<file path="config.mk">
export PLATFORM = sky130hd
export DESIGN_NAME = lcg_memory_pattern_tester
export DESIGN_NICKNAME = d
export VERILOG_FILES = /design/src/hw/rtl/lcgmt_pkg.sv /design/src/hw/rtl/lcgmt_ctrl.sv /design/src/hw/rtl/lcgmt_datapath.sv /design/src/hw/rtl/lcg_memory_pattern_tester.sv
export SDC_FILE = /design/constraint.sdc
export NUM_CORES = 1
export LEC_CHECK = 0
export BUFFER_PORTS_ARGS = -buffer_cell sky130_fd_sc_hd__buf_2
export CORE_ASPECT_RATIO = 0.5
export CORE_MARGIN = 8
export CORE_UTILIZATION = 25
export DETAILED_ROUTE_END_ITERATION = 7
export GPL_TIMING_DRIVEN = 0
export PLACE_DENSITY = 0.44
export SYNTH_ARGS = -nofsm -noshare
export SYNTH_HDL_FRONTEND = slang
export SYNTH_HIERARCHICAL = 1
export SYNTH_SLANG_ARGS = --single-unit
export TNS_END_PERCENT = 1
</file>
<file path="constraint.sdc">
create_clock -name clk -period 12.2 [get_ports clk]
set_input_delay 1.22 -clock clk [delete_from_list [all_inputs] [get_ports clk]]
set_output_delay 1.22 -clock clk [all_outputs]
set_load 0.01 [all_outputs]
</file>
<file path="src/hw/rtl/lcgmt_pkg.sv">
package lcgmt_pkg;

    // Single generator step: s' = s * LCG_MUL + LCG_ADD (mod 2^32)
    localparam logic [31:0] LCG_MUL  = 32'd1103515245;
    localparam logic [31:0] LCG_ADD  = 32'd12345;

    // Three steps folded into one affine map: s''' = s * LCG_MUL3 + LCG_ADD3
    localparam logic [31:0] LCG_MUL2 = LCG_MUL * LCG_MUL;
    localparam logic [31:0] LCG_MUL3 = LCG_MUL2 * LCG_MUL;
    localparam logic [31:0] LCG_ADD3 = LCG_ADD * (LCG_MUL2 + LCG_MUL + 32'd1);

    // Request codes
    localparam logic [1:0] REQ_START = 2'd0;
    localparam logic [1:0] REQ_WRITE = 2'd1;
    localparam logic [1:0] REQ_CHECK = 2'd2;

    // Configuration register indexes
    localparam logic [1:0] CFG_SEED   = 2'd0;
    localparam logic [1:0] CFG_BASE   = 2'd1;
    localparam logic [1:0] CFG_LENGTH = 2'd2;

    localparam logic [31:0] SEED_RESET = 32'd1;

    typedef struct packed {
        logic [1:0] req_type;
        logic [7:0] read_byte;
    } req_item_t;

    typedef struct packed {
        logic [31:0] address;
        logic [7:0]  pattern_byte;
        logic        mismatch;
        logic        last;
        logic        overrun;
    } rsp_item_t;

    typedef enum logic {
        ST_IDLE,
        ST_EMIT
    } ctrl_state_t;

    typedef struct packed {
        logic capture;  // latch request, start the multiply
        logic emit;     // update generator state, load result register
    } ctrl_cmd_t;

endpackage

</file>
<file path="src/hw/rtl/lcgmt_ctrl.sv">
module lcgmt_ctrl (
    input  logic                 clk,
    input  logic                 rst_n,
    input  logic                 req_valid,
    output logic                 req_stall,
    output logic                 rsp_valid,
    input  logic                 rsp_stall,
    output lcgmt_pkg::ctrl_cmd_t cmd
);

    lcgmt_pkg::ctrl_state_t state_reg, state_next;
    logic                   rsp_valid_reg, rsp_valid_next;
    logic                   rsp_free;

    // Result slot can take a new item when empty or drained this cycle
    assign rsp_free = !rsp_valid_reg || !rsp_stall;

    always_comb
    begin
        state_next = state_reg;
        unique case (state_reg)
            lcgmt_pkg::ST_IDLE:
            begin
                if (req_valid)
                begin
                    state_next = lcgmt_pkg::ST_EMIT;
                end
            end
            lcgmt_pkg::ST_EMIT:
            begin
                if (rsp_free)
                begin
                    state_next = lcgmt_pkg::ST_IDLE;
                end
            end
            default:
            begin
                state_next = lcgmt_pkg::ST_IDLE;
            end
        endcase
    end

    always_comb
    begin
        req_stall   = 1'b1;
        cmd.capture = 1'b0;
        cmd.emit    = 1'b0;
        unique case (state_reg)
            lcgmt_pkg::ST_IDLE:
            begin
                req_stall   = 1'b0;
                cmd.capture = req_valid;
            end
            lcgmt_pkg::ST_EMIT:
            begin
                cmd.emit = rsp_free;
            end
            default:
            begin
                req_stall = 1'b1;
            end
        endcase
    end

    assign rsp_valid_next = cmd.emit | (rsp_valid_reg & rsp_stall);
    assign rsp_valid      = rsp_valid_reg;

    always_ff @(posedge clk or negedge rst_n)
    begin
        if (!rst_n)
        begin
            state_reg     <= lcgmt_pkg::ST_IDLE;
            rsp_valid_reg <= 1'b0;
        end
        else
        begin
            state_reg     <= state_next;
            rsp_valid_reg <= rsp_valid_next;
        end
    end

endmodule

</file>
<file path="src/hw/rtl/lcgmt_datapath.sv">
module lcgmt_datapath (
    input  logic                 clk,
    input  logic                 rst_n,
    input  lcgmt_pkg::ctrl_cmd_t cmd,
    input  lcgmt_pkg::req_item_t req_item,
    output lcgmt_pkg::rsp_item_t rsp_item,
    input  logic                 cfg_write,
    input  logic [1:0]           cfg_index,
    input  logic [31:0]          cfg_data
);

    logic [31:0] seed_reg, base_reg, length_reg;
    logic [31:0] gen_reg, gen_next;
    logic [31:0] idx_reg, idx_next;
    logic [31:0] prod_reg;
    lcgmt_pkg::req_item_t req_reg;
    lcgmt_pkg::rsp_item_t rsp_reg, rsp_next;

    logic [31:0] state3;
    logic [31:0] idx_inc;
    logic [7:0]  pattern;

    assign state3  = prod_reg + lcgmt_pkg::LCG_ADD3;
    assign pattern = state3[23:16];
    assign idx_inc = idx_reg + 32'd1;

    always_comb
    begin
        gen_next = gen_reg;
        idx_next = idx_reg;
        rsp_next = '0;
        unique case (req_reg.req_type) inside
            lcgmt_pkg::REQ_START:
            begin
                gen_next         = seed_reg;
                idx_next         = '0;
                rsp_next.address = base_reg;
            end
            lcgmt_pkg::REQ_WRITE, lcgmt_pkg::REQ_CHECK:
            begin
                if (idx_reg >= length_reg)
                begin
                    rsp_next.overrun = 1'b1;
                end
                else
                begin
                    gen_next              = state3;
                    idx_next              = idx_inc;
                    rsp_next.address      = base_reg + idx_reg;
                    rsp_next.pattern_byte = pattern;
                    rsp_next.last         = (idx_inc == length_reg);
                    rsp_next.mismatch     = (req_reg.req_type == lcgmt_pkg::REQ_CHECK)
                                            && (req_reg.read_byte != pattern);
                end
            end
            default:
            begin
                rsp_next = '0;  // unused selector: no state change
            end
        endcase
    end

    // Architectural state and configuration
    always_ff @(posedge clk or negedge rst_n)
    begin
        if (!rst_n)
        begin
            seed_reg   <= lcgmt_pkg::SEED_RESET;
            base_reg   <= '0;
            length_reg <= '0;
            gen_reg    <= lcgmt_pkg::SEED_RESET;
            idx_reg    <= '0;
        end
        else
        begin
            if (cfg_write)
            begin
                unique case (cfg_index)
                    lcgmt_pkg::CFG_SEED:   seed_reg   <= cfg_data;
                    lcgmt_pkg::CFG_BASE:   base_reg   <= cfg_data;
                    lcgmt_pkg::CFG_LENGTH: length_reg <= cfg_data;
                    default:               ;
                endcase
            end
            if (cmd.emit)
            begin
                gen_reg <= gen_next;
                idx_reg <= idx_next;
            end
        end
    end

    // Payload registers
    always_ff @(posedge clk)
    begin
        if (cmd.capture)
        begin
            req_reg  <= req_item;
            prod_reg <= gen_reg * lcgmt_pkg::LCG_MUL3;
        end
        if (cmd.emit)
        begin
            rsp_reg <= rsp_next;
        end
    end

    assign rsp_item = rsp_reg;

endmodule

</file>
<file path="src/hw/rtl/lcg_memory_pattern_tester.sv">
// Pseudo-random memory test pattern engine.
//
// Channels: req (req_valid/req_stall/req_item) carries one request item:
// start (reseed and clear the byte index), write step or check step.
// rsp (rsp_valid/rsp_stall/rsp_item) returns exactly one result item per
// request: address, pattern byte, mismatch, last and overrun flags.
// An item moves on a rising edge with valid high and stall low.
// cfg_write/cfg_index/cfg_data write seed, base address and test length;
// write only while no request is in flight.
//
// Timing: a request is taken in the idle cycle, the folded three-step
// generator multiply runs in that cycle into a register, and the result is
// loaded into the output register from the emit state once the result slot
// is free. The engine takes no new request until that load is done, since
// req_stall is high in the emit state.
//
// A stalled receiver holds the result in the output register; the engine
// still takes the next request and parks it until the slot drains.
// Reset: seed 1, base 0, length 0, generator state 1, index 0, no result.
module lcg_memory_pattern_tester (
    input  logic                 clk,
    input  logic                 rst_n,
    input  logic                 req_valid,
    output logic                 req_stall,
    input  lcgmt_pkg::req_item_t req_item,
    output logic                 rsp_valid,
    input  logic                 rsp_stall,
    output lcgmt_pkg::rsp_item_t rsp_item,
    input  logic                 cfg_write,
    input  logic [1:0]           cfg_index,
    input  logic [31:0]          cfg_data
);

    lcgmt_pkg::ctrl_cmd_t cmd;

    // Sequencer: idle/emit handshake control and result-slot valid
    lcgmt_ctrl u_ctrl (
        .clk       (clk),
        .rst_n     (rst_n),
        .req_valid (req_valid),
        .req_stall (req_stall),
        .rsp_valid (rsp_valid),
        .rsp_stall (rsp_stall),
        .cmd       (cmd)
    );

    // Generator, byte index, config registers and result register
    lcgmt_datapath u_datapath (
        .clk       (clk),
        .rst_n     (rst_n),
        .cmd       (cmd),
        .req_item  (req_item),
        .rsp_item  (rsp_item),
        .cfg_write (cfg_write),
        .cfg_index (cfg_index),
        .cfg_data  (cfg_data)
    );

endmodule

</file>
==> flow_metrics.tcl <==
set metrics [dict create \
    outcome "finished clean" \
    drive_above_1_share 0.1400 \
    fin_nets 2208 \
    die_w_um 394.2 \
    post-route-period-util 0.5590 \
    dieArea_mm2 0.08085 \
    fin_cells 2836 \
    numCtsBuffers 28 \
    max-clock-path-buffers 3 \
    fin_worst_skew_ns 0.02204 \
    ctsHtreeMaxLevel 1 \
    ys_seq_area_frac 0.3338 \
    yosysWarningCount 6 \
    yosys-top-cells-area "dfrtp_1, ha_1, edfxtp_1, fa_1, mux2_2" \
    yosysMostFrequentCell "inv_1" \
    drtAntennaViolNets 0 \
    cts_tree "done" \
    finalSetupViolCount 0 \
    post_drt_wl_per_cell_um 17.63 \
    fmax_mhz 146.6 \
    synthArstFlopShare 0.6547 \
    grtUsageTotal 0.1236 \
    rsz0062_at_grt "false" \
    end_kind "flip-flop" \
    fin_crit_ns 6.820 \
    cts_setup_buffers 0 \
    yosys.area.top_type_share 0.2015 \
    crit_type "reg -> reg" \
    pin_count 94 \
    hold_slack_ns 0.4997 \
    grt_pass1_vias 13420 \
    min_path_type "reg -> reg" \
    grt_max_degree 85 \
    cp.required_ns 12.49 \
    cp-start-kind "flip-flop" \
    tightest_slew_ns 1.205 \
    synth_common_cells "inv_1, ha_1, dfrtp_1, fa_1, xnor2_1" \
    vias 12780 \
    postCtsResizedCells 0 \
    syn-num-nets 2081 \
    synth_top_area_cell "dfrtp_1" \
    wl_mm 50.00 \
    hpwlAfterDp_mm 40.28 \
    area_growth_pct 15.16 \
    hold_viol 0 \
    die_y_um 205.1 \
    antenna_found_initial 4 \
    synth_area_per_cell_um2 10.34 \
    row_count 69 \
    ys.flop_type "dfrtp_1" \
    gp_congestion 0.8092 \
    maxCapViolCount 0 \
    syn_inst 1729 \
    largest_reg_flops 43 \
    crit_fanout 7 \
    core-area_mm2 0.07088 \
    crit_arrival_ns 7.11 \
    start_util 0.2523 \
    cts_hold_buf 0 \
    placedCellCount 2784 \
    clk_pin_slew_ns 0.06 \
    clk_latency_ns 0.56 \
    remaining_drc_errors 0 \
    setup_tns_ns 0 \
    clock_sinks 223 \
    n_fill_cell 7444 \
    drt_pass1_iterations 5 \
    grt_pass1_wl_mm 80.05 \
    root_buffer "clkbuf_16" \
    diodes 0 \
    drtIter0Drc 802 \
    relSlewSlack 0.1865 \
    slew_viol_final 0 \
    overflow 0 \
    via_per_inst 4.505 \
    yosys.cell_types.count 76 \
    synth-edff-count 77 \
    io_buffers 93 \
    syn_area_mm2 0.01788 \
    ys_ff_latch 223 \
]
## final timing paths
check                                            start                 endpoint  slack [ns]  cells past startpoint
worst max register to register   u_datapath/gen_reg[9]  u_datapath/prod_reg[22]        5.38                     20
max in group asynchronous                        rst_n  u_datapath/base_reg[22]       10.77                      2
worst max-delay path             u_datapath/gen_reg[9]  u_datapath/prod_reg[22]        5.38                     20
worst min-delay path            u_datapath/gen_reg[22]   u_datapath/gen_reg[22]        0.50                      1
worst min register to register  u_datapath/gen_reg[22]   u_datapath/gen_reg[22]        0.50                      1
min in group asynchronous                        rst_n  u_datapath/seed_reg[10]        0.60                      1
## cell families (layout without fill, tap and decap cells)
group,Yosys count,in the layout,share of synthesized area
compound gates,323,323,0.1163
xor+xnor,146,146,0.07152
fa+ha+maj,303,303,0.2582
buf+inv,296,445,0.06284
flops,223,223,0.3338
mux,98,98,0.06095
simple gates,340,340,0.09636
## worst max-delay path, stage by stage, from the launching register on
cell and delay [ns]:
dfrtp_1 0.63, ha_1 0.33, ha_1 0.36, fa_1 0.53, fa_1 0.42, ha_1 0.30
ha_1 0.27, inv_1 0.05, fa_1 0.50, fa_1 0.54, inv_1 0.04, ha_1 0.21
or3_1 0.34, a2111oi_0 0.67, o31ai_1 0.22, a31oi_1 0.37, a21oi_1 0.20, o211ai_1 0.24
a21oi_1 0.10, nor2_1 0.12, xnor2_1 0.08
## final cells by class
type	instances	area [um^2]	share of cell area
timing repair buffer	97	563.0	0.02734
buffer	47	188.9	0.009175
clock inverter	16	120.1	0.005833
multi-input combinational	1210	10800	0.5247
clock buffer	36	813.3	0.03950
tap	958	1199	0.05821
sequential	223	5968	0.2898
inverter	249	934.6	0.04539
## routing by layer
layer | global-route usage | share of wire | vias up
li1 | - | - | 6251
met1 | 0.1743 | 0.49 | 6329
met2 | 0.2081 | 0.47 | 150
met3 | 0.009585 | 0.025 | 45
met4 | 0.02546 | 0.019 | 0
met5 | 0 | 0 | -
## stage by stage
| step | util | worst slack, ns | area [um^2] |
|---|---|---|---|
| 2_1_floorplan | - | 6.069 | 17880 |
| 3_3_place_gp | 0.2757 | 2.371 | 19540 |
| 3_5_place_dp | 0.2773 | 5.344 | 19660 |
| 4_1_cts | 0.2905 | 5.316 | 20590 |
| 5_1_grt | 0.2905 | 5.044 | 20590 |
| 6_report | 0.2905 | 5.380 | 20590 |
## cell usage in the layout (no fill, tap or decap), drive strengths merged, types with 5 or more instances in the layout
cell type	n
nand3	40
nor3	19
clkinv	11
xor2	40
a31o	5
dfrtp	144
xnor2	106
clkbuf	71
nand2b	12
or3	8
or4	6
and2	9
ha	193
o21bai	8
edfxtp	77
o211ai	7
a22oi	27
nor2b	17
buf	109
a211oi	10
nand4	17
a31oi	6
a2111oi	5
and3	9
nor3b	6
nand2	83
mux2	87
and4	5
mux2i	11
fa	110
o21ai	101
inv	250
o41ai	5
nor4	8
a21oi	66
o31ai	24
a21o	26
nor2	88
Power is not shown: default switching activity piles up to over one toggle a cycle in this logic, so the estimate is an artifact.
